### config.mk
export PLATFORM = sky130hd
export DESIGN_NAME = earliest_free_task_dispatcher_flat
export DESIGN_NICKNAME = d
export VERILOG_FILES = /design/src/hdl/eftd_pkg.sv /design/src/hdl/task_req_if.sv /design/src/hdl/task_rsp_if.sv /design/src/hdl/eftd_cell.sv /design/src/hdl/eftd_ctrl.sv /design/src/hdl/earliest_free_task_dispatcher.sv /design/src/flat_wrapper.sv
export SDC_FILE = /design/constraint.sdc
export NUM_CORES = 2
export LEC_CHECK = 0
export BUFFER_PORTS_ARGS = -buffer_cell sky130_fd_sc_hd__buf_2
export CORE_MARGIN = 2
export CORE_UTILIZATION = 25
export CTS_CLUSTER_SIZE = 8
export DETAILED_ROUTE_END_ITERATION = 6
export MAX_ROUTING_LAYER = met4
export PLACE_DENSITY = 0.49
export SLEW_MARGIN = 20
export SYNTH_ARGS = -nofsm -noshare
export SYNTH_HDL_FRONTEND = slang
export SYNTH_SLANG_ARGS = --single-unit
export TNS_END_PERCENT = 30
### constraint.sdc
create_clock -name clk_i -period 5.9 [get_ports clk_i]
set_input_delay 0.59 -clock clk_i [delete_from_list [all_inputs] [get_ports clk_i]]
set_output_delay 0.59 -clock clk_i [all_outputs]
set_load 0.01 [all_outputs]
### src/hdl/eftd_pkg.sv
// ----------------------------------------------------------------------------
// eftd_pkg
// Shared widths, types and constants of the earliest-free task dispatcher.
// ----------------------------------------------------------------------------
package eftd_pkg;

  localparam int MAX_WORKERS_DEF = 8;
  localparam int WIDX_W          = 6;
  localparam int DUR_W           = 16;
  localparam int ELAPSED_W       = 32;
  localparam int WCNT_W          = 4;
  localparam int WOUT_W          = 4;
  localparam int CFG_ADDR_W      = 3;
  localparam int CFG_DATA_W      = 32;

  localparam logic [ELAPSED_W-1:0] ELAPSED_SAT = {ELAPSED_W{1'b1}};
  localparam logic [DUR_W-1:0]     DUR_ALL1    = {DUR_W{1'b1}};
  localparam logic [WCNT_W-1:0]    WCNT_RESET  = WCNT_W'(8);

  typedef enum logic {
    REG_WORKER_COUNT    = 1'b0,
    REG_MASTER_RESERVED = 1'b1
  } cfg_reg_e;

  typedef struct packed {
    logic              vld;
    logic              found;
    logic [WIDX_W-1:0] idle_idx;
    logic [DUR_W-1:0]  min_val;
    logic [WIDX_W-1:0] min_idx;
    logic [DUR_W-1:0]  max_val;
  } tok_t;

  typedef struct packed {
    logic              load_en;
    logic [WIDX_W-1:0] load_idx;
    logic [DUR_W-1:0]  load_val;
    logic              sub_en;
    logic [DUR_W-1:0]  sub_val;
    logic              clr;
  } cell_cmd_t;

  localparam tok_t TOK_INIT = '{
    vld:      1'b1,
    found:    1'b0,
    idle_idx: '0,
    min_val:  DUR_ALL1,
    min_idx:  '0,
    max_val:  '0
  };

  typedef enum logic [4:0] {
    ST_IDLE   = 5'b00001,
    ST_SCAN   = 5'b00010,
    ST_SPAN0  = 5'b00100,
    ST_SPAN   = 5'b01000,
    ST_RESULT = 5'b10000
  } state_e;

endpackage

### src/hdl/task_req_if.sv
// ----------------------------------------------------------------------------
// task_req_if
// Task request channel: duration and end-of-batch mark.
// ----------------------------------------------------------------------------
interface task_req_if import eftd_pkg::*; ();
  logic             valid;
  logic             ready;
  logic [DUR_W-1:0] task_duration;
  logic             last_task;

  modport source (output valid, output task_duration, output last_task, input ready);
  modport sink   (input valid, input task_duration, input last_task, output ready);
endinterface

### src/hdl/task_rsp_if.sv
// ----------------------------------------------------------------------------
// task_rsp_if
// Dispatch result channel: chosen worker, makespan and end-of-batch mark.
// ----------------------------------------------------------------------------
interface task_rsp_if import eftd_pkg::*; ();
  logic                 valid;
  logic                 ready;
  logic [WOUT_W-1:0]    worker_index;
  logic [ELAPSED_W-1:0] makespan;
  logic                 is_last;

  modport source (output valid, output worker_index, output makespan, output is_last,
                  input ready);
  modport sink   (input valid, input worker_index, input makespan, input is_last,
                  output ready);
endinterface

### src/hdl/eftd_cell.sv
// ----------------------------------------------------------------------------
// eftd_cell
// One worker: holds its remaining time and updates the token passing through.
// ----------------------------------------------------------------------------
module eftd_cell import eftd_pkg::*; #(
  parameter int IDX = 0
) (
  input  logic      clk_i,
  input  logic      rst_ni,
  input  logic      active_i,
  input  cell_cmd_t cmd_i,
  input  tok_t      tok_i,
  output tok_t      tok_o
);

  localparam logic [WIDX_W-1:0] MyIdx = WIDX_W'(IDX);

  logic [DUR_W-1:0] rt_q, rt_d;
  tok_t             tok_q, tok_d;

  always_comb begin
    rt_d = rt_q;
    if (cmd_i.clr) begin
      rt_d = '0;
    end else if (cmd_i.load_en && (cmd_i.load_idx == MyIdx)) begin
      rt_d = cmd_i.load_val;
    end else if (cmd_i.sub_en && active_i) begin
      rt_d = rt_q - cmd_i.sub_val;
    end
  end

  always_comb begin
    tok_d = tok_i;
    if (tok_i.vld && active_i) begin
      if (!tok_i.found && (rt_q == '0)) begin
        tok_d.found    = 1'b1;
        tok_d.idle_idx = MyIdx;
      end
      if (rt_q < tok_i.min_val) begin
        tok_d.min_val = rt_q;
        tok_d.min_idx = MyIdx;
      end
      if (rt_q > tok_i.max_val) begin
        tok_d.max_val = rt_q;
      end
    end
  end

  always_ff @(posedge clk_i or negedge rst_ni) begin
    if (!rst_ni) begin
      rt_q  <= '0;
      tok_q <= '0;
    end else begin
      rt_q  <= rt_d;
      tok_q <= tok_d;
    end
  end

  assign tok_o = tok_q;

endmodule

### src/hdl/eftd_ctrl.sv
// ----------------------------------------------------------------------------
// eftd_ctrl
// Sequencer: launches tokens, applies the advance and dispatch, holds results.
// ----------------------------------------------------------------------------
module eftd_ctrl import eftd_pkg::*; (
  input  logic       clk_i,
  input  logic       rst_ni,
  task_req_if.sink   req,
  task_rsp_if.source rsp,
  input  logic       master_i,
  input  tok_t       tail_i,
  output tok_t       inj_o,
  output cell_cmd_t  cmd_o
);

  state_e               state_q, state_d;
  logic [DUR_W-1:0]     dur_q, dur_d;
  logic                 last_q, last_d;
  logic [WIDX_W-1:0]    w_q, w_d;
  logic [ELAPSED_W-1:0] elapsed_q, elapsed_d;
  logic [ELAPSED_W-1:0] span_q, span_d;
  logic                 ovld_q, ovld_d;
  logic [WOUT_W-1:0]    oidx_q, oidx_d;
  logic [ELAPSED_W-1:0] ospan_q, ospan_d;
  logic                 olast_q, olast_d;
  logic [ELAPSED_W:0]   sum_min, sum_max;
  logic [WIDX_W:0]      idx_ofs;
  logic                 req_fire;

  assign req.ready = (state_q == ST_IDLE);
  assign req_fire  = req.valid && req.ready;
  assign sum_min   = {1'b0, elapsed_q} + {{(ELAPSED_W+1-DUR_W){1'b0}}, tail_i.min_val};
  assign sum_max   = {1'b0, elapsed_q} + {{(ELAPSED_W+1-DUR_W){1'b0}}, tail_i.max_val};
  assign idx_ofs   = {1'b0, w_q} + {{WIDX_W{1'b0}}, master_i};

  always_comb begin
    state_d   = state_q;
    dur_d     = dur_q;
    last_d    = last_q;
    w_d       = w_q;
    elapsed_d = elapsed_q;
    span_d    = span_q;
    ovld_d    = ovld_q && !rsp.ready;
    oidx_d    = oidx_q;
    ospan_d   = ospan_q;
    olast_d   = olast_q;
    inj_o     = '0;
    cmd_o     = '0;
    case (state_q)
      ST_IDLE: begin
        if (req_fire) begin
          dur_d   = req.task_duration;
          last_d  = req.last_task;
          inj_o   = TOK_INIT;
          state_d = ST_SCAN;
        end
      end
      ST_SCAN: begin
        if (tail_i.vld) begin
          w_d            = tail_i.found ? tail_i.idle_idx : tail_i.min_idx;
          cmd_o.load_en  = 1'b1;
          cmd_o.load_idx = w_d;
          cmd_o.load_val = dur_q;
          if (!tail_i.found) begin
            cmd_o.sub_en = 1'b1;
            cmd_o.sub_val = tail_i.min_val;
            elapsed_d = sum_min[ELAPSED_W] ? ELAPSED_SAT : sum_min[ELAPSED_W-1:0];
          end
          span_d  = '0;
          state_d = last_q ? ST_SPAN0 : ST_RESULT;
        end
      end
      ST_SPAN0: begin
        inj_o   = TOK_INIT;
        state_d = ST_SPAN;
      end
      ST_SPAN: begin
        if (tail_i.vld) begin
          span_d    = sum_max[ELAPSED_W] ? ELAPSED_SAT : sum_max[ELAPSED_W-1:0];
          cmd_o.clr = 1'b1;
          elapsed_d = '0;
          state_d   = ST_RESULT;
        end
      end
      ST_RESULT: begin
        if (!ovld_q || rsp.ready) begin
          ovld_d  = 1'b1;
          oidx_d  = idx_ofs[WOUT_W-1:0];
          ospan_d = span_q;
          olast_d = last_q;
          state_d = ST_IDLE;
        end
      end
      default: begin
        state_d = ST_IDLE;
      end
    endcase
  end

  always_ff @(posedge clk_i or negedge rst_ni) begin
    if (!rst_ni) begin
      state_q   <= ST_IDLE;
      elapsed_q <= '0;
      ovld_q    <= 1'b0;
    end else begin
      state_q   <= state_d;
      elapsed_q <= elapsed_d;
      ovld_q    <= ovld_d;
    end
  end

  always_ff @(posedge clk_i) begin
    dur_q   <= dur_d;
    last_q  <= last_d;
    w_q     <= w_d;
    span_q  <= span_d;
    oidx_q  <= oidx_d;
    ospan_q <= ospan_d;
    olast_q <= olast_d;
  end

  assign rsp.valid        = ovld_q;
  assign rsp.worker_index = oidx_q;
  assign rsp.makespan     = ospan_q;
  assign rsp.is_last      = olast_q;

  a_tail_in_pass: assert property (@(posedge clk_i) disable iff (!rst_ni)
    tail_i.vld |-> (state_q == ST_SCAN || state_q == ST_SPAN))
    else $error("token left the chain outside a pass");

  a_load_clr_excl: assert property (@(posedge clk_i) disable iff (!rst_ni)
    !(cmd_o.load_en && cmd_o.clr))
    else $error("dispatch and clear in the same cycle");

  a_clear_elapsed: assert property (@(posedge clk_i) disable iff (!rst_ni)
    (state_q == ST_SPAN && tail_i.vld) |=> (elapsed_q == '0))
    else $error("elapsed time not cleared at end of batch");

  a_rsp_from_result: assert property (@(posedge clk_i) disable iff (!rst_ni)
    $rose(ovld_q) |-> $past(state_q == ST_RESULT))
    else $error("request result loaded outside result state");

endmodule

### src/hdl/earliest_free_task_dispatcher.sv
// ----------------------------------------------------------------------------
// earliest_free_task_dispatcher
// Dispatches each task to the lowest-numbered idle worker, advancing time to
// the earliest finish when all workers are busy; reports makespan per batch.
//
//   channel    dir  handshake        payload
//   task_req_i in   valid/ready      task_duration[15:0], last_task
//   task_rsp_o out  valid/ready      worker_index[3:0], makespan[31:0], is_last
//   apb        in   psel/penable     paddr[2:0], pwdata/prdata[31:0], pready=1
//
// One request at a time: a token walks the row of MAX_WORKERS cells, one cell
// a cycle. The result is registered once the token leaves the last cell, and
// the next request is taken only after the result state; on the last task
// of a batch a second walk gathers the largest remaining time before the
// result is loaded and the controller returns to idle for the next request.
// Reset clears all remaining times and elapsed time at once; no clearing pass.
// A stalled result waits in the output register while the next request runs;
// that request then holds in its result state until the register drains.
// ----------------------------------------------------------------------------
module earliest_free_task_dispatcher import eftd_pkg::*; #(
  parameter int MAX_WORKERS = MAX_WORKERS_DEF
) (
  input  logic                  clk_i,
  input  logic                  rst_ni,
  task_req_if.sink              task_req_i,
  task_rsp_if.source            task_rsp_o,
  input  logic                  psel,
  input  logic                  penable,
  input  logic                  pwrite,
  input  logic [CFG_ADDR_W-1:0] paddr,
  input  logic [CFG_DATA_W-1:0] pwdata,
  output logic [CFG_DATA_W-1:0] prdata,
  output logic                  pready
);

  logic [WCNT_W-1:0]      wcnt_q, wcnt_d;
  logic                   master_q, master_d;
  logic [WCNT_W-1:0]      n_active;
  logic [MAX_WORKERS-1:0] active;
  logic                   cfg_wr;
  cfg_reg_e               cfg_sel;
  tok_t                   tok [MAX_WORKERS+1];
  cell_cmd_t              cmd;

  assign pready  = 1'b1;
  assign cfg_wr  = psel && penable && pwrite && pready;
  assign cfg_sel = cfg_reg_e'(paddr[2]);

  always_comb begin
    wcnt_d   = wcnt_q;
    master_d = master_q;
    if (cfg_wr) begin
      case (cfg_sel)
        REG_WORKER_COUNT:    wcnt_d   = pwdata[WCNT_W-1:0];
        REG_MASTER_RESERVED: master_d = pwdata[0];
        default: begin
        end
      endcase
    end
  end

  always_comb begin
    case (cfg_sel)
      REG_WORKER_COUNT:    prdata = {{(CFG_DATA_W-WCNT_W){1'b0}}, wcnt_q};
      REG_MASTER_RESERVED: prdata = {{(CFG_DATA_W-1){1'b0}}, master_q};
      default:             prdata = '0;
    endcase
  end

  always_ff @(posedge clk_i or negedge rst_ni) begin
    if (!rst_ni) begin
      wcnt_q   <= WCNT_RESET;
      master_q <= 1'b0;
    end else begin
      wcnt_q   <= wcnt_d;
      master_q <= master_d;
    end
  end

  always_comb begin
    if (wcnt_q == '0) begin
      n_active = WCNT_W'(1);
    end else if (32'(wcnt_q) > 32'(MAX_WORKERS)) begin
      n_active = WCNT_W'(MAX_WORKERS);
    end else begin
      n_active = wcnt_q;
    end
  end

  eftd_ctrl u_ctrl (
    .clk_i    (clk_i),
    .rst_ni   (rst_ni),
    .req      (task_req_i),
    .rsp      (task_rsp_o),
    .master_i (master_q),
    .tail_i   (tok[MAX_WORKERS]),
    .inj_o    (tok[0]),
    .cmd_o    (cmd)
  );

  for (genvar g = 0; g < MAX_WORKERS; g++) begin : g_cell
    assign active[g] = (32'(g) < 32'(n_active));

    eftd_cell #(
      .IDX (g)
    ) u_cell (
      .clk_i    (clk_i),
      .rst_ni   (rst_ni),
      .active_i (active[g]),
      .cmd_i    (cmd),
      .tok_i    (tok[g]),
      .tok_o    (tok[g+1])
    );
  end

endmodule

### src/flat_wrapper.sv
// flat-port wrapper written by rule: the top's interface ports become plain ports
module earliest_free_task_dispatcher_flat import eftd_pkg::*;
#(
  parameter int MAX_WORKERS = MAX_WORKERS_DEF
)
  (clk_i, rst_ni, psel, penable, pwrite, paddr, pwdata, prdata, pready, task_req_i_valid, task_req_i_task_duration, task_req_i_last_task, task_req_i_ready, task_rsp_o_valid, task_rsp_o_worker_index, task_rsp_o_makespan, task_rsp_o_is_last, task_rsp_o_ready);
  task_req_if task_req_i_i ();
  task_rsp_if task_rsp_o_i ();
  input  logic clk_i;
  input  logic rst_ni;
  input  logic psel;
  input  logic penable;
  input  logic pwrite;
  input  logic [CFG_ADDR_W-1:0] paddr;
  input  logic [CFG_DATA_W-1:0] pwdata;
  output logic [CFG_DATA_W-1:0] prdata;
  output logic pready;
  input wire logic [$bits(task_req_i_i.valid)-1:0] task_req_i_valid;
  input wire logic [$bits(task_req_i_i.task_duration)-1:0] task_req_i_task_duration;
  input wire logic [$bits(task_req_i_i.last_task)-1:0] task_req_i_last_task;
  output wire logic [$bits(task_req_i_i.ready)-1:0] task_req_i_ready;
  output wire logic [$bits(task_rsp_o_i.valid)-1:0] task_rsp_o_valid;
  output wire logic [$bits(task_rsp_o_i.worker_index)-1:0] task_rsp_o_worker_index;
  output wire logic [$bits(task_rsp_o_i.makespan)-1:0] task_rsp_o_makespan;
  output wire logic [$bits(task_rsp_o_i.is_last)-1:0] task_rsp_o_is_last;
  input wire logic [$bits(task_rsp_o_i.ready)-1:0] task_rsp_o_ready;
  assign task_req_i_i.valid = task_req_i_valid;
  assign task_req_i_i.task_duration = task_req_i_task_duration;
  assign task_req_i_i.last_task = task_req_i_last_task;
  assign task_req_i_ready = task_req_i_i.ready;
  assign task_rsp_o_valid = task_rsp_o_i.valid;
  assign task_rsp_o_worker_index = task_rsp_o_i.worker_index;
  assign task_rsp_o_makespan = task_rsp_o_i.makespan;
  assign task_rsp_o_is_last = task_rsp_o_i.is_last;
  assign task_rsp_o_i.ready = task_rsp_o_ready;
  earliest_free_task_dispatcher #(.MAX_WORKERS(MAX_WORKERS)) u_core (.clk_i(clk_i), .rst_ni(rst_ni), .task_req_i(task_req_i_i), .task_rsp_o(task_rsp_o_i), .psel(psel), .penable(penable), .pwrite(pwrite), .paddr(paddr), .pwdata(pwdata), .prdata(prdata), .pready(pready));
endmodule
# Yosys cells after proc, flatten, opt, wreduce, memory -nomap -nowiden
# Cells that the tools add are included.
# Widths: inputs -> output; s select.
[totals]
mem_bits_ro = 0
wordCells = 279
latch_bits = 0
input_bits = 59
regBits = 629
mem_count = 0
ramBits = 0
output_inout_bits = 72
[op_classes]
multipliers = 0
addsub = 11
magnitude_cmp = 25
div_mod_pow = 0
n_bitwise = 1
mux = 83
n_shift = 0
eq_ne = 17
n_reduce_logical = 74
[op_table]
columns = ["operator", "count"]
rows = [
  ["$mux 16", 32],
  ["$mux 45", 8],
  ["$mux 32", 6],
  ["$pmux 32 s2", 3],
  ["$mux 22", 8],
  ["$gt 16x16->1", 8],
  ["$logic_not 16->1", 8],
  ["$lt 16x16->1", 8],
  ["$sub 16x16->16", 8],
  ["$pmux 46 s2", 1],
  ["$mux 40", 2],
  ["$add 32x16->33", 2],
  ["$mux 7", 8],
  ["$mux 46", 1],
  ["$logic_and 1x1->1", 36],
  ["$mux 5", 5],
  ["$pmux 5 s5", 1],
  ["$eq 6x3->1 const B", 4],
  ["$reduce_bool 3->1", 8],
  ["$mux 17", 1],
  ["$lt 3x4->1 const A", 4],
  ["$eq 6x2->1 const B", 2],
  ["$logic_not 1->1", 10],
  ["$reduce_and 2->1", 5],
  ["other kinds (22)", 32],
]

# Longest topological paths before layout
[logic_depth]
word_depth = 8
depth_mapped = 21
mapped_depth_nobuf = 17

# Hierarchy
# Synthesis repeated with hierarchy kept, for this count alone.
[hier_totals]
hier_cells = 4343
hier_area_um2 = 41817.6
[by_module_without_submodules]
columns = ["mod", "cells_per_inst", "area_per_inst_um2", "seq_area_each_um2", "n_inst"]
rows = [
  ["eftd_cell at u_core.g_cell[1].u_cell ...", 447, 4244.1, 1551.5, 2],
  ["eftd_cell at u_core.g_cell[5].u_cell ...", 447, 4227.8, 1551.5, 2],
  ["eftd_ctrl", 722, 7474.7, 3654.8, 1],
  ["eftd_cell at u_core.g_cell[3].u_cell", 447, 4237.8, 1551.5, 1],
  ["eftd_cell at u_core.g_cell[7].u_cell", 447, 4224.1, 1551.5, 1],
  ["eftd_cell at u_core.g_cell[4].u_cell", 442, 4206.5, 1551.5, 1],
  ["eftd_cell at u_core.g_cell[0].u_cell", 442, 4204.0, 1551.5, 1],
  ["earliest_free_task_dispatcher", 55, 526.8, 126.4, 1],
]

# Least setup slack after synthesis
# No wires, ideal clock.
[synth_path]
path_type = "flip-flop to flip-flop"
from = "register u_core.u_ctrl.state_q[0]"
to = "register u_core.g_cell[5].u_cell.rt_q[14]"
required_time_ns = 5.769
period_less_slack_ns = 4.972
arrival_ns = 4.841
setup_slack_ns = 0.928
setup_ns = 0.131
stages_incl_launch_ff = 21
path_cell_list = "dfstp_2 -> clkbuf_1 -> nor2_1 -> and3_1 -> nand2_1 -> buf_2 -> nor2_1 -> clkbuf_1 -> clkbuf_1 -> buf_1 -> nand2_1 -> fa_1 -> a21o_1 -> a21oi_1 -> o22ai_1 -> o41ai_1 -> o2111ai_1 -> a21o_1 -> a21oi_1 -> mux2i_1 -> o21ai_0"
[synth_via]
elab_chain_cells = 6
elab_cells_between_ends = 12
classes_between = "add/sub (1); eq/ne (3); mux (5); reduce/logical (3)"
[synth_lines]
columns = ["element", "line", "source"]
rows = [
  ["start: declaration", "eftd_ctrl.sv:16", "state_e state_q, state_d;"],
  ["start signal: assignment", "eftd_ctrl.sv:106", "state_q <= state_d;"],
  ["$eq 5x2->1", "eftd_ctrl.sv:49", "case (state_q)"],
  ["$mux 40", "eftd_ctrl.sv:49", ""],
  ["$sub 16x16->16 / $eq 6x3->1 (equally long branches)", "eftd_cell.sv:28, eftd_cell.sv:25", ""],
  ["$mux 16 / $logic_and 1x1->1 (equally long branches)", "eftd_cell.sv:27, eftd_cell.sv:25", ""],
  ["$mux 16", "eftd_cell.sv:25", "end else if (cmd_i.load_en && (cmd_i.load_idx == MyIdx)) begin"],
  ["$mux 16", "eftd_cell.sv:23", "if (cmd_i.clr) begin"],
  ["end signal: assignment", "eftd_cell.sv:54", "rt_q <= rt_d;"],
  ["end: declaration", "eftd_cell.sv:18", "logic [DUR_W-1:0] rt_q, rt_d;"],
]
# Parallel ways exist; a longest one is shown, timed or not. The select of a mux whose other input is x is not followed.
# A chain may end at the register's enable or synchronous reset.

# Worst setup path in the final report
[layout_path]
from = "register u_core.u_ctrl.state_q[3]"
to = "register u_core.g_cell[5].u_cell.rt_q[14]"
# Same word-level chain as after synthesis.

==> results.json <==
{
  "via_per_inst": 4.86,
  "dr.pass1.iters": 5,
  "clkSlewWorstSetupHoldPaths_ps": 60,
  "ios": 131,
  "cp_top_family": "compound AO/OA/AOI/OAI gates",
  "worst-path-buf-inv": 1,
  "p_int_mw": 11.5,
  "wl_per_cell_um": 20.9,
  "cts_tree": "done",
  "p_switching_mw": 7.76,
  "min_path_type": "in -> reg",
  "die_h_um": 378,
  "grt_pass1_wl_um": 170000,
  "cts_sinks": 566,
  "synth-main-ff-cell": "dfrtp_1",
  "synth_top_area_share": 0.340,
  "overflow": 0,
  "cts-root-buf": "clkbuf_16",
  "cts_buffers": 81,
  "max-vdd-ir-drop_uv": 222,
  "via_count": 26650,
  "clockBufferDepth": 3,
  "end_kind": "flip-flop",
  "cp_slowest_cell": "o41ai_1",
  "die_x_um": 378,
  "clock_latency_ps": 650,
  "outcome": "finished clean",
  "grt_use_total": 0.164,
  "fin_crit_sh": 0.843,
  "max_stage_delay_ps": 630,
  "ys_top_cells_by_area": "dfrtp_1 34%, ha_1 14%, edfxtp_1 7.7%, mux2_2 7.3%, a21oi_1 3.4%",
  "htreeDepth": 3,
  "p_sw_frac": 0.403,
  "crit_chain": "nor2_1, and3_1, nand2_1, nor2_4, buf_4, nand2_1, ha_1, a21oi_1, o22ai_1, o41ai_1, o2111ai_1, a21o_1, a21oi_1, mux2i_1, o21ai_0",
  "dp_hpwl_um": 85000,
  "placed_cell_area_um2": 37600,
  "timing.rr.start": "u_core.u_ctrl.state_q[3]",
  "rsz0062_at_grt": "false",
  "skew_ps": 33.7,
  "fin_crit_ps": 4980,
  "syn_inst": 3467,
  "synth_top_cell_by_area": "dfrtp_1",
  "drt_iter0_markers": 1864,
  "synth.most_common_cell": "dfrtp_1",
  "crit_required_ps": 6400,
  "min_delay_path_depth": 1,
  "async_flop_share": 0.843,
  "p_leak_nw": 17.7,
  "cp-start-kind": "flip-flop",
  "post_cts_buffers": 0,
  "synth_area_um2": 34900,
  "crit_type": "reg -> reg",
  "cp.arrival_ps": 5480,
  "final_util": 0.287,
  "hold_path_startpoint": "task_req_i_task_duration[2]",
  "powerDensity_nw_per_um2": 483,
  "ctsResizeCount": 0,
  "ys_ff_latch": 566,
  "fillerInstances": 14493,
  "synth_cell_types": 78,
  "relSlewSlack": 0.245,
  "drv_slew": 0,
  "wl_um": 115000,
  "stdcell_area_um2": 39900,
  "fmax_mhz": 201,
  "seq_power_share": 0.329,
  "area_growth_pct": 14.2,
  "ys_warn_count": 0,
  "dieArea_um2": 143000,
  "avgSynthCellArea_um2": 10.1,
  "cts_hold_buf": 1,
  "r2r-end": "u_core.g_cell[5].u_cell.rt_q[14]",
  "antenna_found_initial": 3,
  "hold-path-endpoint": "u_core.u_ctrl.dur_q[2]",
  "setup_viol": 0,
  "drive_gt1_frac": 0.140,
  "rows": 137,
  "hold_violations": 0,
  "worstSetupStartpoint": "u_core.u_ctrl.state_q[3]",
  "grt_max_degree": 142,
  "worst_pin_slew_ps": 1120,
  "rr_worst_depth": 15,
  "pwr-share-comb": 0.449,
  "drcViolationCount": 0,
  "ant_nets": 0,
  "synth-edff-count": 89,
  "yosys-top-cells-count": "475 x dfrtp_1, 386 x ha_1, 278 x inv_1",
  "power_frac_clock": 0.222,
  "timing.max_cap.violations": 0,
  "port_buffers": 71,
  "core_area_um2": 139000,
  "grt_pass1_vias": 25972,
  "ys_seq_area_frac": 0.418,
  "worst-path-max-fanout": 38,
  "finalSetupTns_ps": 0,
  "gp_congestion": 0.911,
  "rrSetupSlack_ps": 920,
  "start_util": 0.251,
  "nNetsFinal": 4035
}
-- registers in the layout, summed over array words and instances (netlist names) --
signal	flops
u_core.g_cell.u_cell.rt_q	128
u_core.g_cell.u_cell.tok_o	306
u_core.master_q	1
u_core.u_ctrl.dur_q	16
u_core.u_ctrl.elapsed_q	32
u_core.u_ctrl.last_q	1
u_core.u_ctrl.rsp.is_last	1
u_core.u_ctrl.rsp.makespan	32
u_core.u_ctrl.rsp.valid	1
u_core.u_ctrl.rsp.worker_index	4
u_core.u_ctrl.span_q	32
u_core.u_ctrl.state_q	5
u_core.u_ctrl.w_q	3
u_core.wcnt_q	4
-- through the flow --
stage               cells  hold WS [ps]  total power [mW]  setup slack, ps
finish               5488           130              19.3              924
global route         5487           110              20.7              614
CTS                  5486          97.4              19.4              949
detailed placement   5371           359              15.0              984
global placement     5371           355              14.9             1000
floorplan            3494           294              12.3              928
-- cell families (layout without fill, tap and decap cells) --
kind of cell               Yosys count  count (layout)  share of synthesized area
muxes                              237             237                     0.0761
adders and majority gates          396             396                      0.144
AOI/OAI and AO/OA                  843             843                      0.155
DFF                                566             566                      0.418
other                                2              30                   0.000215
buffers and inverters              399             516                     0.0467
and+or+nand+nor                    900             900                      0.128
xor gates and xnor gates           124             124                     0.0311
-- worst max path at each step --
stage | endpoint | slack [ps] | depth (start not counted)
final | u_core.g_cell[5].u_cell.rt_q[14] | 920 | 15
after floorplan | u_core.g_cell[5].u_cell.rt_q[14] | 930 | 20
after detailed placement | u_core.g_cell[5].u_cell.rt_q[14] | 980 | 15
after global routing | u_core.g_cell[5].u_cell.rt_q[14] | 610 | 15
after CTS | u_core.g_cell[5].u_cell.rt_q[14] | 950 | 15
after global placement | u_core.g_cell[5].u_cell.rt_q[14] | 1000 | 15
-- per-layer routing --
metal | global-route usage | wire, um | up-vias | part of all wire
met4 | 0.0623 | 4500 | 0 | 0.039
li1 | - | - | 12726 | -
met1 | 0.217 | 52500 | 12974 | 0.46
met3 | 0.0234 | 5900 | 195 | 0.051
met2 | 0.255 | 51900 | 755 | 0.45
met5 | - | 0 | - | 0
-- cell type report --
class,count,area [um2],share of cell area
Antenna cell,1,2.50,0.0000627
Clock buffer,108,2150,0.0538
Clock inverter,6,82.6,0.00207
Inverter,279,1050,0.0262
Multi-Input combinational cell,2529,18900,0.473
Sequential cell,566,14600,0.366
Tap cell,1876,2350,0.0588
Timing Repair Buffer,123,808,0.0203
-- layout by cell type, fill, tap and decap left out, drive strengths merged, types with 20 or more instances in the layout --
| cell | n |
|---|---|
| a211oi | 34 |
| a21o | 92 |
| a21oi | 242 |
| a31oi | 45 |
| and2 | 32 |
| and3 | 26 |
| buf | 122 |
| clkbuf | 108 |
| conb | 29 |
| dfrtp | 475 |
| edfxtp | 89 |
| ha | 386 |
| inv | 281 |
| mux2 | 225 |
| nand2 | 201 |
| nand2b | 52 |
| nand3 | 44 |
| nand4 | 52 |
| nor2 | 227 |
| nor2b | 66 |
| nor3 | 73 |
| nor4 | 45 |
| o211ai | 21 |
| o21a | 42 |
| o21ai | 186 |
| o221ai | 25 |
| o31ai | 20 |
| or2 | 35 |
| or3 | 26 |
| xnor2 | 70 |
| xor2 | 54 |
-- power by group through the flow --
stage / sequential [mW] / clock [mW] / combinational (mW)
floorplan: 5.67 / 0 / 6.63
global placement: 6.40 / 0 / 8.52
detailed placement: 6.39 / 0 / 8.56
CTS: 6.33 / 4.39 / 8.64
global route: 6.46 / 4.53 / 9.73
finish: 6.34 / 4.28 / 8.65
Note: power is estimated with default switching activity, not from simulation.
